--- src/hw/rtl/kbt_pkg.sv ---
// shared types, codes and defaults for the keyed barrier table
// used by kbt_cell and keyed_barrier_table; no dependencies
package kbt_pkg;

    localparam int BARRIERS_DEF   = 16;
    localparam int REQUESTERS_DEF = 32;

    localparam logic [1:0] MODE_OPEN    = 2'd0;
    localparam logic [1:0] MODE_WAIT    = 2'd1;
    localparam logic [1:0] MODE_DESTROY = 2'd2;

    localparam logic [1:0] STATUS_DONE  = 2'd0;
    localparam logic [1:0] STATUS_BLOCK = 2'd1;
    localparam logic [1:0] STATUS_FULL  = 2'd2;

    localparam logic [2:0] OP_NONE    = 3'd0;
    localparam logic [2:0] OP_HIT     = 3'd1;
    localparam logic [2:0] OP_ALLOC   = 3'd2;
    localparam logic [2:0] OP_WAIT    = 3'd3;
    localparam logic [2:0] OP_DESTROY = 3'd4;

    typedef struct packed {
        logic [2:0]         op;
        logic signed [31:0] key;
        logic [7:0]         goal;
        logic [4:0]         requester;
    } cmd_t;

    typedef struct packed {
        logic valid;
        logic hit;
        logic free;
    } scan_t;

    typedef struct packed {
        logic [1:0]  status;
        logic        released;
        logic [31:0] mask;
    } result_t;

endpackage

--- src/hw/rtl/kbt_cell.sv ---
// one barrier entry of the table, plus its stage of the lookup chain
// depends on kbt_pkg
module kbt_cell #(
    parameter int IDX_W      = 4,
    parameter int MASK_W     = 32,
    parameter int CELL_INDEX = 0
) (
    input  logic                 clk,
    input  logic                 rst_n,
    input  kbt_pkg::cmd_t        cmd,
    input  logic                 cmd_en,
    input  kbt_pkg::scan_t       scan_in,
    input  logic [IDX_W-1:0]     hit_idx_in,
    input  logic [IDX_W-1:0]     free_idx_in,
    output kbt_pkg::scan_t       scan_out,
    output logic [IDX_W-1:0]     hit_idx_out,
    output logic [IDX_W-1:0]     free_idx_out,
    output kbt_pkg::result_t     res
);

    logic signed [31:0] key_reg, key_next;
    logic [7:0]         goal_reg, goal_next;
    logic [7:0]         count_reg, count_next;
    logic [15:0]        users_reg, users_next;
    logic [MASK_W-1:0]  mask_reg, mask_next;

    kbt_pkg::scan_t     scan_reg, scan_next;
    logic [IDX_W-1:0]   hit_idx_reg, hit_idx_next;
    logic [IDX_W-1:0]   free_idx_reg, free_idx_next;

    logic               in_use;
    logic               match;
    logic [8:0]         arrive;
    logic               release_now;
    logic [31:0]        req_onehot;
    logic [MASK_W-1:0]  req_bit;

    assign in_use      = (users_reg != 16'd0);
    assign match       = in_use && (key_reg == cmd.key);
    assign arrive      = {1'b0, count_reg} + 9'd1;
    assign release_now = (arrive >= {1'b0, goal_reg});
    assign req_onehot  = 32'd1 << cmd.requester;
    assign req_bit     = req_onehot[MASK_W-1:0];

    // result of the addressed request against this entry
    always_comb
    begin
        res = '0;
        res.status = kbt_pkg::STATUS_DONE;
        if (cmd.op == kbt_pkg::OP_WAIT && in_use)
        begin
            if (release_now)
            begin
                res.released = 1'b1;
                res.mask     = 32'(mask_reg);
            end
            else
            begin
                res.status = kbt_pkg::STATUS_BLOCK;
            end
        end
        else if (cmd.op == kbt_pkg::OP_DESTROY)
        begin
            res.released = 1'b1;
            res.mask     = 32'(mask_reg);
        end
    end

    always_comb
    begin
        key_next   = key_reg;
        goal_next  = goal_reg;
        count_next = count_reg;
        users_next = users_reg;
        mask_next  = mask_reg;
        if (cmd_en)
        begin
            case (cmd.op)
                kbt_pkg::OP_HIT:
                begin
                    if (users_reg != 16'hFFFF)
                    begin
                        users_next = users_reg + 16'd1;
                    end
                    goal_next = cmd.goal;
                end
                kbt_pkg::OP_ALLOC:
                begin
                    users_next = 16'd1;
                    key_next   = cmd.key;
                    goal_next  = cmd.goal;
                    count_next = 8'd0;
                    mask_next  = '0;
                end
                kbt_pkg::OP_WAIT:
                begin
                    if (in_use)
                    begin
                        if (release_now)
                        begin
                            mask_next  = '0;
                            count_next = 8'd0;
                        end
                        else
                        begin
                            count_next = arrive[8] ? 8'hFF : arrive[7:0];
                            mask_next  = mask_reg | req_bit;
                        end
                    end
                end
                kbt_pkg::OP_DESTROY:
                begin
                    users_next = 16'd0;
                    mask_next  = '0;
                    count_next = 8'd0;
                end
                default:
                begin
                end
            endcase
        end
    end

    // lookup stage: carry the first hit and first free entry down the chain
    always_comb
    begin
        scan_next.valid = scan_in.valid;
        scan_next.hit   = scan_in.hit | match;
        scan_next.free  = scan_in.free | !in_use;
        hit_idx_next    = scan_in.hit ? hit_idx_in : IDX_W'(CELL_INDEX);
        free_idx_next   = scan_in.free ? free_idx_in : IDX_W'(CELL_INDEX);
    end

    always_ff @(posedge clk or negedge rst_n)
    begin
        if (!rst_n)
        begin
            goal_reg  <= 8'd0;
            count_reg <= 8'd0;
            users_reg <= 16'd0;
            mask_reg  <= '0;
            scan_reg  <= '0;
        end
        else
        begin
            goal_reg  <= goal_next;
            count_reg <= count_next;
            users_reg <= users_next;
            mask_reg  <= mask_next;
            scan_reg  <= scan_next;
        end
    end

    always_ff @(posedge clk)
    begin
        key_reg      <= key_next;
        hit_idx_reg  <= hit_idx_next;
        free_idx_reg <= free_idx_next;
    end

    assign scan_out     = scan_reg;
    assign hit_idx_out  = hit_idx_reg;
    assign free_idx_out = free_idx_reg;

    a_alloc_free: assert property (@(posedge clk) disable iff (!rst_n)
        (cmd_en && cmd.op == kbt_pkg::OP_ALLOC) |-> !in_use)
        else $error("allocation into an entry in use");

    a_hit_in_use: assert property (@(posedge clk) disable iff (!rst_n)
        (cmd_en && cmd.op == kbt_pkg::OP_HIT) |-> match)
        else $error("key hit on an entry that does not match");

    a_wait_release: assert property (@(posedge clk) disable iff (!rst_n)
        (cmd_en && cmd.op == kbt_pkg::OP_WAIT && in_use && release_now)
        |=> (count_reg == 8'd0 && mask_reg == '0))
        else $error("released barrier not cleared");

endmodule

--- src/hw/rtl/keyed_barrier_table.sv ---
// keyed barrier table: a row of entry cells with a lookup chain and a request sequencer
// depends on kbt_pkg and kbt_cell
// open: the lookup token steps one cell per cycle down the chain, then the open executes;
// wait, destroy and ignored requests execute after acceptance; any execution waits on out_ready
// one request at a time: in_ready stays low until the accepted request executes
// reset: all entries free with zero counts and masks; no clearing pass is needed
module keyed_barrier_table #(
    parameter int BARRIERS   = kbt_pkg::BARRIERS_DEF,
    parameter int REQUESTERS = kbt_pkg::REQUESTERS_DEF
) (
    input  logic               clk,
    input  logic               rst_n,
    input  logic               in_valid,
    output logic               in_ready,
    input  logic [1:0]         mode,
    input  logic signed [31:0] key,
    input  logic [7:0]         goal,
    input  logic [3:0]         barrier,
    input  logic [4:0]         requester,
    output logic               out_valid,
    input  logic               out_ready,
    output logic [1:0]         status,
    output logic [3:0]         handle,
    output logic               released,
    output logic [31:0]        released_mask
);

    localparam int IDX_W  = (BARRIERS > 1) ? $clog2(BARRIERS) : 1;
    localparam int MASK_W = (REQUESTERS < 32) ? REQUESTERS : 32;

    localparam logic [1:0] S_IDLE = 2'd0;
    localparam logic [1:0] S_SCAN = 2'd1;
    localparam logic [1:0] S_EXEC = 2'd2;

    logic [1:0]          state_reg, state_next;
    logic                scan_start_reg, scan_start_next;

    logic [1:0]          mode_reg;
    logic signed [31:0]  key_reg;
    logic [7:0]          goal_reg;
    logic [3:0]          barrier_reg;
    logic [4:0]          requester_reg;

    logic                hit_reg, free_reg;
    logic [IDX_W-1:0]    hit_idx_reg, free_idx_reg;

    logic                out_valid_reg, out_valid_next;
    logic [1:0]          status_reg;
    logic [3:0]          handle_reg;
    logic                released_reg;
    logic [31:0]         mask_reg;

    kbt_pkg::scan_t      scan_chain [BARRIERS+1];
    logic [IDX_W-1:0]    hit_chain  [BARRIERS+1];
    logic [IDX_W-1:0]    free_chain [BARRIERS+1];
    kbt_pkg::result_t    cell_res   [BARRIERS];
    logic [BARRIERS-1:0] cell_en;

    kbt_pkg::cmd_t       cmd;
    kbt_pkg::result_t    sel_res;
    logic [IDX_W-1:0]    sel;
    logic [IDX_W+3:0]    barrier_wide;
    logic [IDX_W+3:0]    handle_wide;
    logic                barrier_ok;
    logic                requester_ok;
    logic                accept;
    logic                exec_fire;

    logic [1:0]          res_status;
    logic [3:0]          res_handle;
    logic                res_released;
    logic [31:0]         res_mask;

    assign in_ready  = (state_reg == S_IDLE);
    assign accept    = in_valid && in_ready;
    assign exec_fire = (state_reg == S_EXEC) && (!out_valid_reg || out_ready);

    assign barrier_wide = {{IDX_W{1'b0}}, barrier_reg};
    assign barrier_ok   = (32'(barrier_reg) < BARRIERS);
    assign requester_ok = (32'(requester_reg) < REQUESTERS);

    // resolve the pending request into a cell command
    always_comb
    begin
        cmd.op        = kbt_pkg::OP_NONE;
        cmd.key       = key_reg;
        cmd.goal      = goal_reg;
        cmd.requester = requester_reg;
        sel           = barrier_wide[IDX_W-1:0];
        case (mode_reg)
            kbt_pkg::MODE_OPEN:
            begin
                if (hit_reg)
                begin
                    cmd.op = kbt_pkg::OP_HIT;
                    sel    = hit_idx_reg;
                end
                else if (free_reg)
                begin
                    cmd.op = kbt_pkg::OP_ALLOC;
                    sel    = free_idx_reg;
                end
            end
            kbt_pkg::MODE_WAIT:
            begin
                if (barrier_ok && requester_ok)
                begin
                    cmd.op = kbt_pkg::OP_WAIT;
                end
            end
            kbt_pkg::MODE_DESTROY:
            begin
                if (barrier_ok)
                begin
                    cmd.op = kbt_pkg::OP_DESTROY;
                end
            end
            default:
            begin
            end
        endcase
    end

    assign sel_res     = cell_res[sel];
    assign handle_wide = {4'd0, sel};

    always_comb
    begin
        res_status   = kbt_pkg::STATUS_DONE;
        res_handle   = 4'd0;
        res_released = 1'b0;
        res_mask     = 32'd0;
        case (cmd.op)
            kbt_pkg::OP_HIT, kbt_pkg::OP_ALLOC:
            begin
                res_handle = handle_wide[3:0];
            end
            kbt_pkg::OP_WAIT, kbt_pkg::OP_DESTROY:
            begin
                res_status   = sel_res.status;
                res_released = sel_res.released;
                res_mask     = sel_res.mask;
            end
            default:
            begin
                if (mode_reg == kbt_pkg::MODE_OPEN)
                begin
                    res_status = kbt_pkg::STATUS_FULL;
                end
            end
        endcase
    end

    // lookup chain
    assign scan_chain[0].valid = scan_start_reg;
    assign scan_chain[0].hit   = 1'b0;
    assign scan_chain[0].free  = 1'b0;
    assign hit_chain[0]        = '0;
    assign free_chain[0]       = '0;

    for (genvar g = 0; g < BARRIERS; g++)
    begin : g_cell
        assign cell_en[g] = exec_fire && (cmd.op != kbt_pkg::OP_NONE)
                            && (sel == IDX_W'(g));

        kbt_cell #(
            .IDX_W      (IDX_W),
            .MASK_W     (MASK_W),
            .CELL_INDEX (g)
        ) u_cell (
            .clk          (clk),
            .rst_n        (rst_n),
            .cmd          (cmd),
            .cmd_en       (cell_en[g]),
            .scan_in      (scan_chain[g]),
            .hit_idx_in   (hit_chain[g]),
            .free_idx_in  (free_chain[g]),
            .scan_out     (scan_chain[g+1]),
            .hit_idx_out  (hit_chain[g+1]),
            .free_idx_out (free_chain[g+1]),
            .res          (cell_res[g])
        );
    end

    // request sequencer
    always_comb
    begin
        state_next      = state_reg;
        scan_start_next = 1'b0;
        case (state_reg)
            S_IDLE:
            begin
                if (accept)
                begin
                    if (mode == kbt_pkg::MODE_OPEN)
                    begin
                        state_next      = S_SCAN;
                        scan_start_next = 1'b1;
                    end
                    else
                    begin
                        state_next = S_EXEC;
                    end
                end
            end
            S_SCAN:
            begin
                if (scan_chain[BARRIERS].valid)
                begin
                    state_next = S_EXEC;
                end
            end
            S_EXEC:
            begin
                if (exec_fire)
                begin
                    state_next = S_IDLE;
                end
            end
            default:
            begin
                state_next = S_IDLE;
            end
        endcase
    end

    always_comb
    begin
        out_valid_next = out_valid_reg;
        if (exec_fire)
        begin
            out_valid_next = 1'b1;
        end
        else if (out_ready)
        begin
            out_valid_next = 1'b0;
        end
    end

    always_ff @(posedge clk or negedge rst_n)
    begin
        if (!rst_n)
        begin
            state_reg      <= S_IDLE;
            scan_start_reg <= 1'b0;
            out_valid_reg  <= 1'b0;
        end
        else
        begin
            state_reg      <= state_next;
            scan_start_reg <= scan_start_next;
            out_valid_reg  <= out_valid_next;
        end
    end

    always_ff @(posedge clk)
    begin
        if (accept)
        begin
            mode_reg      <= mode;
            key_reg       <= key;
            goal_reg      <= goal;
            barrier_reg   <= barrier;
            requester_reg <= requester;
            hit_reg       <= 1'b0;
            free_reg      <= 1'b0;
        end
        if (state_reg == S_SCAN && scan_chain[BARRIERS].valid)
        begin
            hit_reg      <= scan_chain[BARRIERS].hit;
            free_reg     <= scan_chain[BARRIERS].free;
            hit_idx_reg  <= hit_chain[BARRIERS];
            free_idx_reg <= free_chain[BARRIERS];
        end
        if (exec_fire)
        begin
            status_reg   <= res_status;
            handle_reg   <= res_handle;
            released_reg <= res_released;
            mask_reg     <= res_mask;
        end
    end

    assign out_valid     = out_valid_reg;
    assign status        = status_reg;
    assign handle        = handle_reg;
    assign released      = released_reg;
    assign released_mask = mask_reg;

    a_one_cell: assert property (@(posedge clk) disable iff (!rst_n)
        $onehot0(cell_en))
        else $error("more than one cell addressed");

    a_scan_time: assert property (@(posedge clk) disable iff (!rst_n)
        scan_start_reg |-> ##BARRIERS scan_chain[BARRIERS].valid)
        else $error("lookup token lost in chain");

    a_scan_state: assert property (@(posedge clk) disable iff (!rst_n)
        scan_chain[BARRIERS].valid |-> (state_reg == S_SCAN))
        else $error("lookup finished outside scan");

    a_release_done: assert property (@(posedge clk) disable iff (!rst_n)
        (out_valid_reg && released_reg) |-> (status_reg == kbt_pkg::STATUS_DONE))
        else $error("release reported with blocking status");

endmodule

--- config.mk ---
export PLATFORM = sky130hd
export DESIGN_NAME = keyed_barrier_table
export DESIGN_NICKNAME = d
export VERILOG_FILES = /design/src/hw/rtl/kbt_pkg.sv /design/src/hw/rtl/kbt_cell.sv /design/src/hw/rtl/keyed_barrier_table.sv
export SDC_FILE = /design/constraint.sdc
export NUM_CORES = 2
export LEC_CHECK = 0
export BUFFER_PORTS_ARGS = -buffer_cell sky130_fd_sc_hd__buf_4
export CAP_MARGIN = 20
export CORE_ASPECT_RATIO = 0.9
export CORE_UTILIZATION = 60
export CTS_BUF_LIST = sky130_fd_sc_hd__clkbuf_16
export DETAILED_ROUTE_END_ITERATION = 6
export PLACE_DENSITY_LB_ADDON = 0.05
export SYNTH_ARGS = -nofsm -noshare
export SYNTH_HDL_FRONTEND = slang
export SYNTH_SLANG_ARGS = --single-unit
--- constraint.sdc ---
create_clock -name clk -period 6.5 [get_ports clk]
set_input_delay 1.3 -clock clk [delete_from_list [all_inputs] [get_ports clk]]
set_output_delay 1.3 -clock clk [all_outputs]
set_load 0.005 [all_outputs]
**Word level (Yosys, flattened, before mapping)**

Index checks and enable logic that the tools add are counted.
Widths: inputs -> output; s select.

- Logic and storage cells: 774
- Register bits: 1,808
- Bits of input ports: 55

- Reductions and logical operators: 163
- Bitwise logic cells: 47
- Add/subtract/negate cells: 32
- Equality and inequality tests: 90
- Shift-type cells: 1
- $lt $le $gt $ge: 17
- Muxes and demuxes: 250

Operators with widths:

| operator | count |
|---|---|
| $mux 33 | 48 |
| $mux 32 | 32 |
| $pmux 32 s2 | 16 |
| $pmux 16 s3 | 16 |
| $eq 32x32->1 | 16 |
| $or 32x32->32 | 16 |
| $mux 8 | 48 |
| $add 16x1->16 const B | 16 |
| $mux 16 | 16 |
| $ne 16x16->1 const B | 16 |
| $pmux 8 s2 | 16 |
| $reduce_bool 16->1 | 16 |
| $add 8x1->9 const B | 16 |
| $ge 9x8->1 | 16 |
| $bmux 35 s4 | 1 |
| $reduce_and 3->1 | 33 |
| $mux 35 | 2 |
| $ne 2x1->1 const B | 34 |
| $reduce_and 2->1 | 32 |
| $logic_and 1x1->1 | 52 |
| $mux 1 | 42 |
| $eq 4x4->1 const B | 8 |
| $shl 1x5->32 const A | 1 |
| $or 1x1->1 | 30 |
| other kinds (23) | 61 |

**Logic depth before layout (Yosys ltp)**

- Depth after elaboration: 10
- Depth in mapped cells: 15

**By module**

From an unflattened synthesis, not the netlist that was laid out.

- Cell total of the unflattened synthesis: 8,162
- Area, all modules: 90,196.5 um2

By module, submodules not included:

| module | area each (um2) | cells each | seq. area each (um2) | instances |
|---|---|---|---|---|
| kbt_cell (g_cell[10].u_cell ...) | 5,144.9 | 474 | 2,797.7 | 7 |
| kbt_cell (g_cell[2].u_cell ...) | 5,154.9 | 486 | 2,797.7 | 6 |
| keyed_barrier_table | 7,802.5 | 497 | 3,103.0 | 1 |
| kbt_cell (g_cell[8].u_cell) | 5,176.2 | 484 | 2,797.7 | 1 |
| kbt_cell (g_cell[0].u_cell) | 5,147.4 | 474 | 2,797.7 | 1 |
| kbt_cell (g_cell[9].u_cell) | 5,126.2 | 473 | 2,797.7 | 1 |

**Worst setup path after synthesis**

OpenSTA, ideal clock, no wires.

- Path kind: input to register
- From: input port out_ready
- To: register g_cell[11].u_cell.key_reg[0], enable pin
- Path slack: 1.641 ns
- Data arrival time: 4.398 ns
- Stages: 6
- Setup time: 0.461 ns
- Cells stage by stage: nand2b_1 > nand2b_1 > nor3_2 > nand2_1 > clkbuf_1 > nor3_1

- Word-level cells in the longest chain between the ends: 5

RTL lines:

| what | line | text |
|---|---|---|
| from (decl) | keyed_barrier_table.sv:21 | `input logic out_ready,` |
| $logic_or 1x1->1 | keyed_barrier_table.sv:76 | `assign exec_fire = (state_reg == S_EXEC) && (!out_valid_reg \|\| out_ready);` |
| $logic_and 1x1->1 | keyed_barrier_table.sv:76 |  |
| $logic_and 1x1->1 | keyed_barrier_table.sv:163 | `assign cell_en[g] = exec_fire && (cmd.op != kbt_pkg::OP_NONE)` |
| $logic_and 1x1->1 | keyed_barrier_table.sv:164 | `&& (sel == IDX_W'(g));` |
| $reduce_and 2->1 (no line) | - |  |
| to (signal assigned) | kbt_cell.sv:156 | `key_reg <= key_next;` |
| to (decl) | kbt_cell.sv:21 | `logic signed [31:0] key_reg, key_next;` |

Every way passes these cells.
A chain may end at the register's enable or synchronous reset.

**Final worst setup path**

- From: register mode_reg[0]
- To: register g_cell[14].u_cell.mask_reg[11]

- Word-level cells in the longest chain between the ends: 6
- Elaborated cells between the ends (all ways): 17
- Those cells by class: eq/ne: 7; mux: 3; reduce/logical: 7

RTL lines:

| what | line | text |
|---|---|---|
| from (decl) | keyed_barrier_table.sv:38 | `logic [1:0] mode_reg;` |
| from (signal assigned) | keyed_barrier_table.sv:260 | `mode_reg <= mode;` |
| $eq 2x2->1 (tied with other cells) | keyed_barrier_table.sv:90 | `case (mode_reg)` |
| $pmux 3 s3 | keyed_barrier_table.sv:90 |  |
| $eq 3x2->1 (tied with other cells) | kbt_cell.sv:78 | `case (cmd.op)` |
| $reduce_or 2->1 (no line) or $logic_and 1x1->1 (tied branches) | - |  |
| $reduce_bool 2->1 (no line) or $logic_and 1x1->1 (tied branches) | - |  |
| $reduce_and 3->1 (no line) | - |  |
| to (signal assigned) | kbt_cell.sv:149 | `mask_reg <= mask_next;` |
| to (decl) | kbt_cell.sv:25 | `logic [MASK_W-1:0] mask_reg, mask_next;` |

Several ways; a longest one is shown, not always the timed one.

==> run_results.csv <==
group,metric,value,unit
critical_path,worstSetupPathType,"reg2reg",
floorplan,start_util,60.5,%
final_layout,syn_to_final_growth,11.2,%
grt,antenna_found_initial,5,
cts,h-tree-depth,4,
yosys,synth-warning-count,0,
yosys,ys_seq_area_share,56.8,%
grt,gr-total-overflow,0,
yosys,postSynthCellCount,7876,
critical_path,worst_setup_path_start_kind,"flop",
routing,ant_nets,0,
power,p_clk_share,35.3,%
routing,drt_wl_total,240000,um
sta,maxSlewHeadroom,17.0,%
grt,grt_pass1_wl,368000,um
sta,setup_viol,0,
floorplan,fp.coreArea,138000,um^2
sta,timing.hold.ws,0.347,ns
cts,numCtsBuffers,180,
sta,worstMarginPinSlew,1.24,ns
place,gp_congestion,0.907,
floorplan,dieArea,140000,um^2
yosys,synth.ff_latch_count,1786,
cts,clk_pin_slew_worst_paths,0.06,ns
yosys,ys.flop_type,"dfrtp_1",
power,p_int,20.0,mW
power,switching_power,9.39,mW
yosys,avgSynthCellArea,10.6,um^2
routing,wl_per_cell,24.3,um
sta,finalClockSkew,0.0447,ns
cts,hold_buffers,0,
power,p_comb_share,21.0,%
cts,postCtsSetupBuffers,0,
floorplan,die_h,355,um
cts,cts_root_buffer,"clkbuf_16",
floorplan,rows,129,
sta,tns,0,ns
routing,dr.pass1.iters,6,
cts,cts_tree,"built",
routing,route.detailed.drc,0,
sta,rsz0062_at_grt,"false",
sta,post-route-min-period,5.08,ns
power,swShare,32.0,%
cts,clk_latency,0.83,ns
sta,finalCritPeriodShare,78.2,%
power,power_density,317,nW/um^2
critical_path,worstPathRequired,7.15,ns
cts,cts_sinks,1786,
yosys,synth_area,83200,um^2
power,peakVddDrop,0.314,mV
cts,cts_buffer_depth,3,
final_layout,layout-drive-gt1-share,9.93,%
routing,top_layer_used,"met5",
sta,maxSlewViolCount,0,
floorplan,die_w,394,um
cts,post_cts_resized,0,
place,dpl.hpwl,146000,um
grt,grt_max_degree,162,
yosys,ys_types,79,
sta,final_hold_viol_count,0,
routing,met2WireLength,103000,um
floorplan,ios,96,
place,io_buffers,95,
critical_path,cp_data_arrival_time,5.73,ns
final_layout,fill_cells,10600,
power,leakage,38.2,nW
yosys,synthArstFlopShare,60.2,%
routing,drt-met1-wl,103000,um
final_layout,diodes,0,
critical_path,worst-path-max-fanout,40,
critical_path,crit_path_end_kind,"flop",
grt,gr-usage-all-layers,34.2,%
routing,vias_per_cell,6.44,
routing,met3WireLength,25200,um
routing,drt_iter0_drc,6521,
run_status,status,"finished, final reports clean",
final_layout,fin_nets,8089,
yosys,synth-edff-count,612,
min_path,hold_path.class,"reg2reg",
power,seq_power_share,43.7,%
yosys,syn-num-nets,8111,
job,max_cap_viol_count,0,
grt,grt_pass1_vias,60500,
sta,max_freq,197,MHz
routing,via_count,63400,
==> kinds of logic (layout without fill, tap and decap cells) <==
logic type / count (synthesis) / after routing / synth area share, %
flops: 1786 / 1786 / 56.8
xor+xnor: 650 / 650 / 6.85
fa+ha+maj: 180 / 180 / 2.71
simple gates: 2484 / 2484 / 14.4
mux: 107 / 107 / 1.44
compound gates: 1839 / 1839 / 13.9
buf+inv: 830 / 964 / 3.82
==> path summary, 6_finish.rpt <==
check                                                 end  cells past startpoint  slack [ns]                          from
max                        g_cell[14].u_cell.mask_reg[11]                      9        1.42                   mode_reg[0]
min                          g_cell[7].u_cell.scan_out[2]                      0        0.35  g_cell[6].u_cell.scan_out[2]
max reg2reg                g_cell[14].u_cell.mask_reg[11]                      9        1.42                   mode_reg[0]
min reg2reg                  g_cell[7].u_cell.scan_out[2]                      0        0.35  g_cell[6].u_cell.scan_out[2]
max in group asynchronous  g_cell[15].u_cell.mask_reg[17]                      3        4.46                         rst_n
min in group asynchronous  g_cell[8].u_cell.users_reg[13]                      1        0.49                         rst_n
==> layer usage <==
| layer | GRT usage [%] | up-vias |
|---|---|---|
| met4 | 12.1 | 2 |
| met1 | 49.8 | 31500 |
| met3 | 8.38 | 500 |
| met5 | 0 | - |
| met2 | 50.0 | 3152 |
| li1 | - | 28300 |
==> through the flow <==
| stage | setup slack [ns] | instance area [um^2] | total power, mW | utilization [%] | cells |
|---|---|---|---|---|---|
| 6_report | 1.42 | 92500 | 29.3 | 67.2 | 9844 |
| 2_1_floorplan | 1.64 | 83200 | 16.3 | - | 7876 |
| 5_1_grt | 1.11 | 92500 | 30.4 | 67.2 | 9844 |
| 3_5_place_dp | 1.47 | 86400 | 19.0 | 62.8 | 9496 |
| 4_1_cts | 1.43 | 92300 | 29.3 | 67.1 | 9834 |
| 3_3_place_gp | 1.70 | 86400 | 18.9 | 62.8 | 9492 |
==> placed cells by master (no fill, tap or decap), drive strengths merged, types with 13 or more instances in the layout <==
cell type and n:
o221ai 38, o211ai 22, nand3 329, nor3 127, a32oi 33, a21o 50
inv 370, o31ai 162, and3 122, a21oi 648, mux2 100, clkinv 80
dfxtp 98, ha 180, a41oi 44, a41o 13, xor2 405, nand4 168
and4 22, and2 89, nor2 908, or2 29, buf 308, a221o 100
edfxtp 612, clkbuf 190, o21ai 467, o2111ai 46, a31oi 75, nand2 346
o41ai 29, nor4 161, dfrtp 1076, nand2b 123, o32ai 33, bufinv 14
xnor2 245
==> Yosys cell counts, drive strengths merged (122+ instances only) <==
cell type  count  area share (%)
dfrtp       1076              32
nand2        346             1.6
o31ai        162             1.5
xor2         405             4.3
nor3         127            0.79
clkbuf       431             1.9
ha           180             2.7
inv          317             1.4
nand2b       123            0.93
a21oi        648             3.9
edfxtp       612              22
o21ai        467             2.8
nand3        329             2.0
xnor2        245             2.6
and3         122            0.92
nor4         161             1.2
nand4        168             1.3
nor2         908             4.1
==> critical path, cell delays in order (launching register included) <==
cell	delay, ns
edfxtp_1	0.50
inv_1	0.17
ha_1	0.37
and2_1	0.48
a221o_2	0.88
nand4_1	0.69
nor2_4	0.25
buf_4	0.44
o31a_2	0.91
nor2_1	0.13
==> power groups by stage <==
stage                     logic, mW  clock network [mW]  registers, mW
after floorplan                3.42                   0           12.9
after global placement         5.86                   0           13.0
after detailed placement       5.97                   0           13.0
after CTS                      6.00                10.5           12.8
after global routing           6.54                11.0           12.9
final                          6.16                10.4           12.8
==> area by class of cell <==
cell class | instances | area [um^2] | area share, %
multi-input combinational | 5260 | 33300 | 36.0
clock buffer | 189 | 4730 | 5.12
inverter | 317 | 1190 | 1.29
clock inverter | 149 | 1160 | 1.25
sequential | 1786 | 47300 | 51.1
tap | 1834 | 2290 | 2.48
timing repair buffer | 309 | 2510 | 2.71
No activity file was read; power rests on OpenSTA's default activity.
